$ cat src/rtl/qn_pkg.sv
// Shared types and constants for the quaternion normaliser.
package qn_pkg;

    localparam int DATA_W      = 32;               // one component on either side
    localparam int MAG_W       = 31;               // scaled magnitude, at most 2^30
    localparam int SQ_W        = 2 * MAG_W;        // one square
    localparam int SUM_W       = 64;               // sum of squares, padded to even
    localparam int ROOT_W      = SUM_W / 2;        // integer root, at most 2^31
    localparam int SREM_W      = ROOT_W + 2;       // root cell remainder
    localparam int DREM_W      = ROOT_W + 1;       // divide cell remainder
    localparam int TOL_W       = 31;
    localparam int LANES       = 4;
    localparam int OUT_FRAC_DEF = 30;

    typedef logic [LANES-1:0][MAG_W-1:0] mag4_t;

    // Sign and all-zero marks that travel beside the arithmetic.
    typedef struct packed {
        logic [LANES-1:0] neg;
        logic             zero;
    } tag_t;

endpackage

$ cat src/rtl/qn_div_cell.sv
// One cell of the divide chain: one quotient bit for all four lanes.
module qn_div_cell #(
    parameter int QW = qn_pkg::OUT_FRAC_DEF + 1
) (
    input  logic                                      aclk,
    input  logic                                      aresetn,
    input  logic                                      en,
    input  logic                                      in_valid,
    input  qn_pkg::tag_t                              in_tag,
    input  logic [qn_pkg::ROOT_W-1:0]                 in_root,
    input  logic [qn_pkg::LANES-1:0][qn_pkg::DREM_W-1:0] in_rem,
    input  logic [qn_pkg::LANES-1:0][QW-1:0]          in_quo,
    output logic                                      out_valid,
    output qn_pkg::tag_t                              out_tag,
    output logic [qn_pkg::ROOT_W-1:0]                 out_root,
    output logic [qn_pkg::LANES-1:0][qn_pkg::DREM_W-1:0] out_rem,
    output logic [qn_pkg::LANES-1:0][QW-1:0]          out_quo
);
    import qn_pkg::*;

    logic [LANES-1:0]             ge;
    logic [LANES-1:0][DREM_W-1:0] diff;

    always_comb begin
        for (int i = 0; i < LANES; i++) begin
            ge[i]   = (in_rem[i] >= {1'b0, in_root});
            diff[i] = ge[i] ? (in_rem[i] - {1'b0, in_root}) : in_rem[i];
        end
    end

    always_ff @(posedge aclk) begin
        if (!aresetn) begin
            out_valid <= 1'b0;
        end else if (en) begin
            out_valid <= in_valid;
        end
    end

    always_ff @(posedge aclk) begin
        if (en) begin
            out_tag  <= in_tag;
            out_root <= in_root;
            for (int i = 0; i < LANES; i++) begin
                out_rem[i] <= {diff[i][DREM_W-2:0], 1'b0};
                out_quo[i] <= {in_quo[i][QW-2:0], ge[i]};
            end
        end
    end

endmodule

$ cat config.mk
export PLATFORM = sky130hd
export DESIGN_NAME = qn_div_cell
export DESIGN_NICKNAME = d
export VERILOG_FILES = /design/src/rtl/qn_pkg.sv /design/src/rtl/qn_div_cell.sv
export SDC_FILE = /design/constraint.sdc
export NUM_CORES = 1
export LEC_CHECK = 0
export BUFFER_PORTS_ARGS = -buffer_cell sky130_fd_sc_hd__buf_4
export CAP_MARGIN = 20
export CORE_AREA = 2 2 246 248
export CTS_BUF_LIST = sky130_fd_sc_hd__clkbuf_4 sky130_fd_sc_hd__clkbuf_8 sky130_fd_sc_hd__clkbuf_16
export CTS_CLUSTER_DIAMETER = 40
export CTS_CLUSTER_SIZE = 14
export DETAILED_ROUTE_END_ITERATION = 6
export DIE_AREA = 0 0 248 250
export HOLD_SLACK_MARGIN = 0.02
export PLACE_DENSITY = 0.51
export RECOVER_POWER = 50
export SLEW_MARGIN = 15
export SYNTH_ARGS = -nofsm -noshare
export SYNTH_HDL_FRONTEND = slang
export SYNTH_SLANG_ARGS = --single-unit
$ cat constraint.sdc
create_clock -name aclk -period 3.17 [get_ports aclk]
set_input_delay 0.317 -clock aclk [delete_from_list [all_inputs] [get_ports aclk]]
set_output_delay 0.317 -clock aclk [all_outputs]
set_load 0.03 [all_outputs]
==> results_dict.tcl <==
set metrics [dict create \
    status "complete, but fails checks" \
    violations "capacitance limit, slew limit" \
    io_buffers 582 \
    holdPathStages 3 \
    finalSetupTns_ns 0 \
    syn_area_mm2 0.0176 \
    ios 591 \
    h-tree-depth 2 \
    tritoncts_num_sinks 290 \
    hold_path.class "in2reg" \
    grt_pass1_wl_um 105000 \
    critPathArrivalTime_ns 3.46 \
    first_pass_iters 5 \
    dp_hpwl_um 58700 \
    max_freq_mhz 322 \
    postRouteAntennaNets 0 \
    finalWirelength_um 74300 \
    yosys-top-cells-area "edfxtp_1 (49%), ha_1 (9.1%), mux2_4 (4.5%)" \
    core-area_mm2 0.0596 \
    power.leakage_nw 13.4 \
    grtUsageMet3 0.0427 \
    synth_top_area_frac 0.493 \
    grt.busiest_layer "met2" \
    overflow 0 \
    holdPathEnd "out_rem[83]$_DFFE_PP_" \
    synth_flop_cell "edfxtp_1" \
    antenna_found_initial 5 \
    grt_pass1_vias 17800 \
    viasPerCell 4.77 \
    cap_violations 1 \
    period_share 0.980 \
    crit_path_max_fanout 6 \
    final_util 0.508 \
    drtIter0Drc 635 \
    critPathCaptureType "flop" \
    die-area_mm2 0.0620 \
    root_buffer "clkbuf_16" \
    synthArstFlopShare 0 \
    grtUsageTotal 0.227 \
    num_vias 16900 \
    crit_required_ns 3.52 \
    use_met1 0.242 \
    fin_skew_ns 0 \
    synth-seq-cells 290 \
    place.gp.congestion 0.932 \
    vdd_ir_drop_max_mv 0.400 \
    ff2ff_setup_slack_ns 1.99 \
    hold_viol 0 \
    syn2layout_area_growth_pct 72.0 \
    final_nets 3141 \
    drv_slew 68 \
    syn_avg_cell_area_um2 11.6 \
    tritoncts "yes" \
    numCtsBuffers 56 \
    reg2reg_depth 3 \
    cp-startpoint "in_rem[46]" \
    wl_per_cell_um 21.0 \
    tightest_slew_ns 2.04 \
    r2r-start "out_valid$_SDFFE_PN0P_" \
    relSlewSlack -0.358 \
    clockBufferDepth 3 \
    initial_utilization 0.295 \
    clk_latency_ns 0.62 \
    reg2reg_to "out_valid$_SDFFE_PN0P_" \
    fillers 5357 \
    grt_max_degree 68 \
    fp.dieH_um 250 \
    p_per_area_mw_per_mm2 536 \
    synth.largest_area_cell "edfxtp_1" \
    die-width_um 248 \
    drive_above_1_share 0.413 \
    cp-start-kind "input port" \
    setup_viol 0 \
    crit_type "in2reg" \
    finalCriticalPeriod_ns 3.11 \
    synth_edf_count 289 \
    synthCells 1510 \
    fp-row-count 90 \
    yosysWarnings 0 \
    path_clk_slew_ns 0.05 \
    drc 0 \
    use_met2 0.430 \
    hold_path.startpoint "in_rem[82]" \
    synthDistinctLibCells 80 \
    ys_seq_area_frac 0.495 \
]
## where the power goes
part / switching [mW] / total [mW] / internal, mW
logic: 2.81 / 5.27 / 2.46
registers: 0.174 / 4.98 / 4.81
clock network: 2.26 / 5.96 / 3.70
total: 5.25 / 16.2 / 11.0
## final cells by class
cell class	instances	area [µm²]	area share
multi-input combinational	1099	8650	0.286
clock buffer	62	1450	0.0478
tap	782	978	0.0323
sequential	290	8700	0.288
inverter	70	270	0.00893
timing repair buffer	1195	9730	0.322
antenna	5	12.5	0.000414
clock inverter	42	468	0.0155
## worst max-delay path by stage
stage | to | slack, ns | cells past startpoint
4_1_cts | out_rem[89]$_DFFE_PP_ | 0.003 | 12
3_5_place_dp | out_rem[91]$_DFFE_PP_ | -0.37 | 12
3_3_place_gp | out_rem[91]$_DFFE_PP_ | -0.39 | 12
5_1_grt | out_rem[95]$_DFFE_PP_ | -0.005 | 12
6_report | out_rem[65]$_DFFE_PP_ | 0.06 | 13
2_1_floorplan | out_rem[10]$_DFFE_PP_ | 0.14 | 13
## repair_timing
action	CTS	global route
setup buffers	0	13
gates resized for setup	0	77
endpoints found under the setup margin	0	121
hold buffers	264	0
endpoints found under the hold margin	263	0
## Yosys cell counts (all sizes together) (19+ instances only)
cell / number
o21bai: 19
ha: 128
mux2: 89
a21o: 53
nor3: 29
nand4: 26
nand2: 116
nor2: 69
xor2: 45
xnor2: 63
o21ai: 94
clkbuf: 32
buf: 22
a21oi: 128
edfxtp: 289
inv: 70
nand3: 36
## kinds of logic (layout without fill, tap and decap cells)
kind of cell	after synthesis	after routing	synth area share
flops	290	290	0.495
buf+inv	124	1369	0.0334
mux	98	98	0.0734
xor+xnor	108	108	0.0538
compound gates	405	405	0.153
simple gates	352	352	0.0963
other cells	1	9	0.000213
fa+ha+maj	132	132	0.0956
## registers in the layout, indices dropped and copies added, names as in the netlist
register   cells
out_valid      1
out_rem      128
out_quo      124
out_root      32
out_tag        5
## layer usage
metal,wire [µm],vias up
met1,27300,8081
met2,39700,545
met3,4130,131
met4,3130,8
li1,-,8127
met5,62,-
## layout by cell type, fill, tap and decap left out, drive strengths merged, types with 69 or more instances in the layout
cell type / n
o21ai: 94
a21oi: 128
nor2: 69
edfxtp: 289
mux2: 89
inv: 81
nand2: 116
dlygate4sd3: 255
ha: 128
buf: 760
clkbuf: 233
## critical path: stages
cell and delay (ns):
dlygate4sd3_1 0.61, buf_4 0.17, ha_1 0.30, buf_4 0.17, a31oi_1 0.22, nand2_1 0.11
a211o_1 0.35, a221oi_2 0.28, buf_4 0.15, o31a_1 0.22, o21ai_1 0.12, xor2_1 0.16
mux2_2 0.27
## through the flow
step	cells	hold slack (ns)	cell area, µm²	power, mW	setup WS (ns)
4_1_cts	3522	0.0211	29800	16.2	0.00285
2_1_floorplan	1513	0.416	17600	7.67	0.138
6_report	3545	0.0463	30200	16.2	0.0620
3_5_place_dp	3154	0.496	25300	9.89	-0.374
3_3_place_gp	3154	0.495	25300	9.87	-0.391
5_1_grt	3541	0.0329	30200	16.9	-0.00481
Note: power is estimated with default switching activity, not from simulation.
