**config.mk**
```make
export PLATFORM = sky130hd
export DESIGN_NAME = qn_sqrt_cell
export DESIGN_NICKNAME = d
export VERILOG_FILES = /design/src/rtl/qn_pkg.sv /design/src/rtl/qn_sqrt_cell.sv
export SDC_FILE = /design/constraint.sdc
export NUM_CORES = 1
export LEC_CHECK = 0
export ABC_CLOCK_PERIOD_IN_PS = 3200
export BUFFER_PORTS_ARGS = -buffer_cell sky130_fd_sc_hd__buf_2
export CAP_MARGIN = 30
export CORE_AREA = 5 5 202 204
export CTS_BUF_LIST = sky130_fd_sc_hd__clkbuf_16
export CTS_CLUSTER_SIZE = 20
export DETAILED_ROUTE_END_ITERATION = 10
export DIE_AREA = 0 0 207 209
export PLACE_DENSITY = 0.49
export SKIP_LAST_GASP = 1
export SYNTH_ARGS = -nofsm -noshare
export SYNTH_HDL_FRONTEND = slang
export SYNTH_SLANG_ARGS = --single-unit
```
**constraint.sdc**
```tcl
create_clock -name aclk -period 3.2 [get_ports aclk]
set_input_delay 0 -clock aclk [delete_from_list [all_inputs] [get_ports aclk]]
set_output_delay 0 -clock aclk [all_outputs]
set_load 0.02 [all_outputs]
```
**src/rtl/qn_pkg.sv**
```systemverilog
// Shared types and constants for the quaternion normaliser.
package qn_pkg;

    localparam int DATA_W      = 32;               // one component on either side
    localparam int MAG_W       = 31;               // scaled magnitude, at most 2^30
    localparam int SQ_W        = 2 * MAG_W;        // one square
    localparam int SUM_W       = 64;               // sum of squares, padded to even
    localparam int ROOT_W      = SUM_W / 2;        // integer root, at most 2^31
    localparam int SREM_W      = ROOT_W + 2;       // root cell remainder
    localparam int DREM_W      = ROOT_W + 1;       // divide cell remainder
    localparam int TOL_W       = 31;
    localparam int LANES       = 4;
    localparam int OUT_FRAC_DEF = 30;

    typedef logic [LANES-1:0][MAG_W-1:0] mag4_t;

    // Sign and all-zero marks that travel beside the arithmetic.
    typedef struct packed {
        logic [LANES-1:0] neg;
        logic             zero;
    } tag_t;

endpackage

```
**src/rtl/qn_sqrt_cell.sv**
```systemverilog
// One cell of the root chain: settles one root bit per cell.
module qn_sqrt_cell (
    input  logic                        aclk,
    input  logic                        aresetn,
    input  logic                        en,
    input  logic                        in_valid,
    input  qn_pkg::tag_t                in_tag,
    input  qn_pkg::mag4_t               in_mag,
    input  logic [qn_pkg::SUM_W-1:0]    in_s,
    input  logic [qn_pkg::SREM_W-1:0]   in_rem,
    input  logic [qn_pkg::ROOT_W-1:0]   in_root,
    output logic                        out_valid,
    output qn_pkg::tag_t                out_tag,
    output qn_pkg::mag4_t               out_mag,
    output logic [qn_pkg::SUM_W-1:0]    out_s,
    output logic [qn_pkg::SREM_W-1:0]   out_rem,
    output logic [qn_pkg::ROOT_W-1:0]   out_root
);
    import qn_pkg::*;

    logic [SREM_W-1:0] rem_sh;
    logic [SREM_W-1:0] trial;
    logic              ge;

    assign rem_sh = {in_rem[SREM_W-3:0], in_s[SUM_W-1 -: 2]};
    assign trial  = {in_root, 2'b01};
    assign ge     = (rem_sh >= trial);

    always_ff @(posedge aclk) begin
        if (!aresetn) begin
            out_valid <= 1'b0;
        end else if (en) begin
            out_valid <= in_valid;
        end
    end

    always_ff @(posedge aclk) begin
        if (en) begin
            out_tag  <= in_tag;
            out_mag  <= in_mag;
            out_s    <= {in_s[SUM_W-3:0], 2'b00};
            out_rem  <= ge ? (rem_sh - trial) : rem_sh;
            out_root <= {in_root[ROOT_W-2:0], ge};
        end
    end

endmodule

```
==> metrics.txt, run 1 <==
DRT Pass-1 Iters 5; total CTS buffers 29; max frequency 0.349 GHz; Min Clock Period, post-route about 2900 ps; core area 39100 um2; WP data arrival between 3000 and 4000 ps; Tcrit/Tclk final 0.895; CTS Sinks 258; dpl hpwl 30300 um; #FFs+latches synth 258; maximum vdd drop 0.000347 V; Pwr Density 535 nW/um2; Worst R2R End out_valid$_SDFFE_PN0P_; Hold EP out_s[21]$_DFFE_PP_; boundary pin count between 500 and 600; Syn-to-layout area delta 65.4%; first-pass GRT wire length 59000 um; Yosys warnings 0; Max Slew Vio Count 0; maxcap violations 0; CP required 3480 ps; synthesized area 10400 um2; vias in the first global route 9024; Final Wtd Congestion 0.903; critical path class in -> reg; sequential area share after synthesis 0.746; critical path fanouts, max 5; CTS Root Cell clkbuf_16; DIE WIDTH between 200 and 250 um; Max H-tree Level 1; worst rel slew slack 0.494; number of synthesized flops with an enable pin between 200 and 300; CTS tree yes; Total GRT Usage 0.177; main flop type after synthesis edfxtp_1; Die ar. roughly 43000 um2; Remaining DRCs 0; layout cell share with drive strength beyond 1 0.428; Initial Util 0.265; initial antenna violation count 4; hold_sp in_s[19]; 1st-iter DRT viols around 430; Clock Path Buffers 3; leakage 7.50 nW; I/O Buffers 518; nets@finish about 1700; crit start category input pin; grt ovf 0; Routed WL per cell 20.5 um; Worst-path clk slew 60 ps; Filler Cell Count about 3600; Yosys top cell area share 0.744; DR vias about 8500; r2r startpoint out_valid$_SDFFE_PN0P_; total power 9.18 mW; Post-synth ARST share 0; Via density about 4.3; # setup viols final 0; clk_lat worst skew 550 ps; syn_area_per_cell 16.9 um2; Post-CTS Setup Bufs 0; reg2reg path depth 3; slack of the worst reg-to-reg path 2000 ps; setup TNS 0 ps; synth unique cells 61; top cells by area, synth edfxtp_1 (74%), ha_1 (4.1%), mux2_4 (4.1%); Post-DRT Antenna Nets 0; Slew @ Worst Pin around 750 ps; HP Class in -> reg; Hold Vio Cnt, Final 0; largest net degree at the start of global routing 84; leading area contributor after synthesis edfxtp_1; # rows 73; aggregate routed wire length 40500 um; RSZ-0062 raised after global routing false; status completed; Hold Path Stages 2; Worst Setup End Kind flop; clk_skew 0 ps; Die H 209 um; Cells after Synth 614
==> area by class of cell <==
cell class / count / area [um2] / share of cell area
repair buffers: 794 / 5350 / 0.312
multi-input cells: 298 / 2360 / 0.137
flip-flops and latches: 258 / 7740 / 0.451
inverters: 44 / 168 / 0.00977
clock inverters: 22 / 163 / 0.00948
clock buffers: 29 / 726 / 0.0423
well taps: 525 / 657 / 0.0383
diodes: 2 / 5.00 / 0.000292
==> worst max-delay path, stage by stage <==
cell and delay, ps:
dlygate4sd3_1 530, buf_2 130, ha_1 370, a21oi_4 190
o31ai_1 130, o2111a_1 290, nor2_1 250, o21ai_1 200
a21boi_2 330, o22ai_2 190, o41ai_1 400, o31ai_1 150
==> power breakdown <==
group          switching [mW]  internal, mW  leakage (nW)  total, mW
Sequential             0.0723          4.06          2.52       4.14
Combinational            1.08         0.815          4.51       1.90
Clock                    1.35          1.80         0.469       3.14
Total                    2.50          6.68          7.50       9.18
==> synth_stat cells, types with 3 or more instances <==
cell type,number
a211oi_1,4
a21o_1,11
a21oi_1,31
buf_12,3
clkbuf_1,8
edfxtp_1,257
ha_1,34
inv_1,42
mux2_4,28
mux2i_1,3
nand2_1,30
nand2b_1,5
nand3_1,8
nand4_1,6
nor2_1,22
nor3_1,7
nor4_1,3
o211ai_1,4
o21ai_0,16
o21ai_1,3
o21bai_1,6
o31ai_1,3
or3_1,5
xnor2_1,16
xor2_1,12
==> worst max path at each step <==
stage / from / to / cells after the start
2_1_floorplan: in_root[0] / out_rem[10]$_DFFE_PP_ / 13
3_3_place_gp: in_root[2] / out_rem[23]$_DFFE_PP_ / 14
5_1_grt: in_rem[2] / out_rem[31]$_DFFE_PP_ / 12
6_report: in_rem[2] / out_rem[31]$_DFFE_PP_ / 12
4_1_cts: in_rem[2] / out_rem[31]$_DFFE_PP_ / 12
3_5_place_dp: in_rem[2] / out_rem[31]$_DFFE_PP_ / 11
==> layout by cell type (no fill, tap or decap), drive strengths merged, types with 3 or more instances in the layout <==
| master | netlist | final |
|---|---|---|
| o211ai | 4 | 4 |
| nor3 | 7 | 7 |
| xor2 | 12 | 12 |
| edfxtp | 257 | 257 |
| a21oi | 35 | 35 |
| or3 | 5 | 5 |
| o22ai | 3 | 3 |
| buf | 7 | 535 |
| nand4 | 6 | 6 |
| a21o | 11 | 11 |
| xnor2 | 16 | 16 |
| nand3 | 8 | 8 |
| nand2 | 32 | 32 |
| o41ai | 3 | 3 |
| mux2i | 3 | 3 |
| o31ai | 3 | 3 |
| dlygate4sd3 | 0 | 259 |
| o21bai | 6 | 6 |
| a211oi | 5 | 5 |
| inv | 44 | 55 |
| ha | 34 | 34 |
| nor4 | 3 | 3 |
| nor2 | 22 | 22 |
| clkbuf | 8 | 29 |
| clkinv | 0 | 7 |
| nand2b | 7 | 7 |
| o21ai | 19 | 19 |
| mux2 | 28 | 28 |
==> sequential cells by signal, summed over array words and instances, names as in the netlist <==
name,flops
out_valid,1
out_tag,5
out_rem,34
out_s,62
out_root,32
out_mag,124
==> repair_timing <==
item / CTS / global route
hold endpoints to repair: 333 / 0
gates resized for setup: 0 / 0
hold buffers: 259 / 0
==> metrics by stage <==
step	cell area, um2	instances	util	setup WS [ps]	hold slack, ps
detailed placement	13700	1660	0.350	382	178
global placement	13700	1660	0.350	400	176
global route	17200	1971	0.439	240	120
CTS	17200	1970	0.439	431	107
finish	17200	1972	0.439	337	151
floorplan	10400	615	-	690	98.9
==> kinds of logic (layout without fill, tap and decap cells) <==
kind of cell | count (synthesis) | after routing | synth area share
adders and majority gates | 34 | 34 | 0.0410
and+or+nand+nor | 97 | 97 | 0.0457
DFF | 258 | 258 | 0.746
AOI/OAI and AO/OA | 106 | 106 | 0.0730
muxes | 31 | 31 | 0.0434
buffers and inverters | 59 | 889 | 0.0273
other | 1 | 4 | 0.000361
xor gates and xnor gates | 28 | 28 | 0.0236
==> routing by layer <==
layer	wire length (um)	global-route usage	up-vias
li1	-	-	3956
met1	14700	0.194	4101
met2	21600	0.330	368
met3	2850	0.0503	63
met4	1340	0.0604	4
met5	21	0	-
(Power assumes the default switching activity.)
==> run 2, diff against run 1 <==
--- a/config.mk
+++ b/config.mk
@@ -8,12 +8,12 @@
 export ABC_CLOCK_PERIOD_IN_PS = 3200
 export BUFFER_PORTS_ARGS = -buffer_cell sky130_fd_sc_hd__buf_2
 export CAP_MARGIN = 30
-export CORE_AREA = 5 5 202 204
+export CORE_AREA = 2 2 205 207
 export CTS_BUF_LIST = sky130_fd_sc_hd__clkbuf_16
 export CTS_CLUSTER_SIZE = 20
 export DETAILED_ROUTE_END_ITERATION = 10
 export DIE_AREA = 0 0 207 209
-export PLACE_DENSITY = 0.49
+export PLACE_DENSITY = 0.46
 export SKIP_LAST_GASP = 1
 export SYNTH_ARGS = -nofsm -noshare
 export SYNTH_HDL_FRONTEND = slang
==> metrics.txt, run 2 (same netlist as run 1, synthesis figures left out) <==
Hold Vio Cnt, Final 0; Die H approximately 210 um; critical path fanouts, max 5; core area between 40000 and 50000 um2; RSZ-0062 raised after global routing false; worst rel slew slack 0.514; 1st-iter DRT viols 441; Slew @ Worst Pin 721 ps; FF/Latch Area 7740 um2; worst-path cell chain dlygate4sd3_1, buf_2, ha_1, a21oi_4, o31ai_1, o2111a_1, nor2_1, o21ai_1, a21boi_2, o22ai_2, a221o_1, o31ai_1; I/O Buffers about 520; leakage about 7.6 nW; Max H-tree Level 1; vias in the first global route a little under 9000; Initial Util 0.251; Final Wtd Congestion about 0.86; Worst R2R End out_valid$_SDFFE_PN0P_; critical path class in -> reg; r2r startpoint out_valid$_SDFFE_PN0P_; worst hold slack 145 ps; area of the multi-input gates 2360 um2; Total GRT Usage 0.173; # setup viols final 0; CP required 3540 ps; Clock Path Buffers 3; crit start category input pin; initial antenna violation count 2; Syn-to-layout area delta 67.3%; dpl hpwl 29100 um; hold_sp in_mag[4]; boundary pin count 523; most frequent cells in the layout buf_2 (517), dlygate4sd3_1 (259), edfxtp_1 (257), inv_1 (49), ha_1 (34); maxcap violations 0; Crit-path slowest cell dlygate4sd3_1; setup TNS 0 ps; status completed; nets@finish ~1700; dpl cell area 13700 um2; final worst setup slack 322 ps; aggregate routed wire length a little under 40000 um; Worst path max stage delay 530 ps; DRT Pass-1 Iters 6; maximum vdd drop 0.000349 V; CTS tree yes; Pwr Density 560 nW/um2; DR vias 8535; pre-CTS setup slack 357 ps; HP Class in -> reg; Remaining DRCs 0; worst setup path start in_rem[2]; slack of the worst reg-to-reg path 2050 ps; layout cell share with drive strength beyond 1 0.429; Min Clock Period, post-route 2880 ps; commonest non-fill, non-tap cell in the layout buf_2; Routed WL per cell 19.7 um; largest delay contributor family on the critical path compound AO/OA/AOI/OAI gates; Via density ~4.3; Post-CTS Setup Bufs 0; clk_skew 0 ps; # resized after CTS 0; number of flip-flops in the largest register 124; Tcrit/Tclk final 0.899; Post-CTS Hold Fix Bufs roughly 260; Filler Cell Count 3906; # rows 75; final non-filler cell total 1989; Worst Setup End Kind flop; first-pass GRT wire length 56700 um; Cells after DPL approximately 1700; largest net degree at the start of global routing slightly below 90; largest register by flop count out_mag; cell area after layout 17400 um2; biggest regs out_mag: 124 flops, out_s: 62 flops, out_rem: 34 flops; WP data arrival 3220 ps; max frequency between 0.3 and 0.4 GHz; DIE WIDTH 207 um; grt ovf 0; reg2reg path depth 3; CTS Sinks 258; Critical Path End out_rem[31]$_DFFE_PP_; WP depth 12; total CTS buffers 30; Post-DRT Antenna Nets 0; CTS Root Cell clkbuf_16; Max Slew Vio Count 0; clk_lat worst skew 560 ps; Crit path top cell by count o31ai_1; Worst-path clk slew approximately 60 ps; Die ar. 43300 um2; WP buf/inv 2
==> run 2: stage by stage <==
step           total power, mW   util
3_3_place_gp              5.83  0.332
4_1_cts                   9.86  0.420
3_5_place_dp              5.84  0.332
5_1_grt                   10.1  0.420
6_report                  9.72  0.421
2_1_floorplan             5.11      -
==> run 2: power breakdown <==
part / switching [mW] / internal [mW]
sequential: 0.0783 / 4.06
clock: 1.39 / 2.30
combinational: 1.07 / 0.813
total: 2.54 / 7.18
==> run 2: cell type report <==
class,instances,area share
timing repair buffer,791,0.308
clock buffer,31,0.0447
antenna,3,0.000432
multi-input combinational,298,0.136
tap,539,0.0388
clock inverter,25,0.0167
inverter,44,0.00966
sequential,258,0.446
==> run 2: worst min path at each step <==
stage,depth (start not counted),endpoint
3_5_place_dp,1,out_mag[21]$_DFFE_PP_
6_report,2,out_mag[4]$_DFFE_PP_
5_1_grt,2,out_tag[4]$_DFFE_PP_
3_3_place_gp,1,out_s[59]$_DFFE_PP_
2_1_floorplan,0,out_mag[0]$_DFFE_PP_
4_1_cts,2,out_s[26]$_DFFE_PP_
==> run 2: worst register-to-register path, cell delays in order (launching register included) <==
cell and delay (ps):
dfxtp_1 310, mux2i_1 120, nor2b_1 60, dlygate4sd3_1 550
==> run 2: routing by layer <==
layer / track usage / wire, um / vias to the layer above
li1: - / - / 3962
met4: 0.0517 / 1000 / 0
met1: 0.199 / 15400 / 4161
met2: 0.319 / 20400 / 361
met5: 0 / 0 / -
met3: 0.0386 / 2300 / 51
==> run 3, diff against run 2 <==
--- a/config.mk
+++ b/config.mk
@@ -10,9 +10,11 @@
 export CAP_MARGIN = 30
 export CORE_AREA = 2 2 205 207
 export CTS_BUF_LIST = sky130_fd_sc_hd__clkbuf_16
+export CTS_CLUSTER_DIAMETER = 80
 export CTS_CLUSTER_SIZE = 20
 export DETAILED_ROUTE_END_ITERATION = 10
 export DIE_AREA = 0 0 207 209
+export MAX_ROUTING_LAYER = met4
 export PLACE_DENSITY = 0.46
 export SKIP_LAST_GASP = 1
 export SYNTH_ARGS = -nofsm -noshare
==> metrics.txt, run 3 (same netlist as run 1, synthesis figures left out) <==
Worst path max stage delay 530 ps; boundary pin count 523; Tcrit/Tclk final 0.890; core area 41300 um2; r2r startpoint out_valid$_SDFFE_PN0P_; Max H-tree Level 1; clk_skew 0 ps; DIE WIDTH 207 um; commonest non-fill, non-tap cell in the layout buf_2; CTS Root Cell clkbuf_16; Filler Cell Count between 3000 and 4000; I/O Buffers 518; first-pass GRT wire length 56100 um; combinational power share 0.212; RSZ-0062 raised after global routing false; most frequent cells in the layout buf_2 (517), dlygate4sd3_1 (259), edfxtp_1 (257), inv_1 (43), ha_1 (34); dpl hpwl between 20000 and 30000 um; Worst Setup End Kind flop; Cells after DPL 1671; critical path fanouts, max 5; Pwr Density 521 nW/um2; Initial Util 0.251; Clk pwr share 0.323; reg2reg path depth 3; Crit-path slowest cell dlygate4sd3_1; internal power 6.28 mW; critical path class in -> reg; DR vias 8484; dpl cell area 13700 um2; final non-filler cell total 1971; hold_sp in_s[61]; 1st-iter DRT viols about 460; Hold EP out_s[63]$_DFFE_PP_; Clock Path Buffers 3; Seq pwr share 0.465; Crit path top cell by count o31ai_1; worst-path cell chain dlygate4sd3_1, buf_2, ha_1, a21oi_4, o31ai_1, o2111a_1, nor2_1, o21ai_1, a21boi_2, o22ai_2, a221o_1, o31ai_1; Via density 4.30; Worst R2R End out_valid$_SDFFE_PN0P_; status completed; clk_lat worst skew roughly 540 ps; maxcap violations 0; Max Slew Vio Count 0; worst hold slack 157 ps; max frequency 0.351 GHz; # setup viols final 0; Final Wtd Congestion 0.869; Die H 209 um; Hold Vio Cnt, Final 0; total CTS buffers 23; # rows 75; slack of the worst reg-to-reg path 2050 ps; biggest regs out_mag: 124 flops, out_s: 62 flops, out_rem: 34 flops; layout cell share with drive strength beyond 1 0.429; cell area after layout 17100 um2; CP required 3540 ps; DRT Pass-1 Iters 5; CTS tree yes; Routed WL per cell slightly below 20 um; Total GRT Usage 0.177; crit start category input pin; Remaining DRCs 0; largest register by flop count out_mag; Slew @ Worst Pin slightly above 700 ps; WP data arrival 3190 ps; initial antenna violation count 2; Die ar. 43300 um2; Worst-path clk slew 80 ps; Net Sw Power 2.61 mW; number of flip-flops in the largest register 124; Hold Path Stages 2; CTS Sinks between 200 and 300; Syn-to-layout area delta 64.5%; worst rel slew slack 0.515; HP Class in -> reg; Post-CTS Setup Bufs 0; largest net degree at the start of global routing 87; vias in the first global route 8760; sw frac 0.294; total power 8.90 mW; maximum vdd drop 0.000430 V; nets@finish roughly 1700; leakage 7.41 nW; Post-DRT Antenna Nets 0; aggregate routed wire length approximately 39000 um; Min Clock Period, post-route 2850 ps; grt ovf 0; setup TNS 0 ps
run 3: cell count changes in the layout (fill, tap and decap cells not counted), moves of 2 or more:
| cell | before | now |
|---|---|---|
| clkbuf_16 | 31 | 23 |
| inv_16 | 0 | 2 |
| clkinv_1 | 4 | 1 |
| clkinv_8 | 0 | 5 |
| bufinv_16 | 7 | 0 |
| inv_1 | 49 | 43 |
| clkinv_2 | 6 | 1 |
| inv_6 | 0 | 3 |
run 3: layout make-up:
class	count	area [um2]	share of cell area
timing repair buffer	791	5350	0.313
antenna	2	5.00	0.000293
inverter	44	168	0.00982
clock buffer	23	576	0.0337
tap	539	674	0.0395
clock inverter	16	196	0.0115
multi-input combinational	298	2360	0.138
sequential	258	7740	0.453
run 3: repair_timing:
action / 4_1_cts / 5_1_grt
resized for setup: 0 / 0
hold buffers: 259 / 0
hold endpoints to repair: 330 / 0
run 3: how the worst max path moves through the flow:
stage / from / end / slack (ps)
2_1_floorplan: in_root[0] / out_rem[10]$_DFFE_PP_ / 690
3_3_place_gp: in_root[2] / out_rem[27]$_DFFE_PP_ / 400
3_5_place_dp: in_root[2] / out_rem[29]$_DFFE_PP_ / 360
4_1_cts: in_root[13] / out_rem[11]$_DFFE_PP_ / 360
5_1_grt: in_root[13] / out_rem[11]$_DFFE_PP_ / 150
6_report: in_rem[2] / out_rem[31]$_DFFE_PP_ / 350
run 3: power groups by stage:
| stage | Combinational (mW) | Sequential (mW) | Clock [mW] |
|---|---|---|---|
| finish | 1.88 | 4.13 | 2.88 |
| detailed placement | 1.63 | 4.21 | 0 |
| global route | 2.01 | 4.16 | 3.10 |
| global placement | 1.62 | 4.21 | 0 |
| floorplan | 0.513 | 4.60 | 0 |
| CTS | 1.91 | 4.14 | 3.00 |
run 3: critical path, delay by kind of cell:
kind                     cells  cell delay [ps]
AO/OA/AOI/OAI                8             1900
adder cells (fa/ha/maj)      1              370
buffers and inverters        2              660
AND/OR/NAND/NOR              1              250
run 3: through the flow:
stage,utilization,setup slack [ps]
floorplan,-,690
global route,0.413,153
CTS,0.413,360
finish,0.413,353
global placement,0.332,398
detailed placement,0.332,357
run 3: per-layer routing:
metal  global-route usage  up-vias  part of all wire
li1                     -     3939                 -
met3               0.0338       46             0.056
met2                0.316      337              0.53
met4               0.0495        0             0.024
met5                    -        -                 0
met1                0.202     4162              0.39
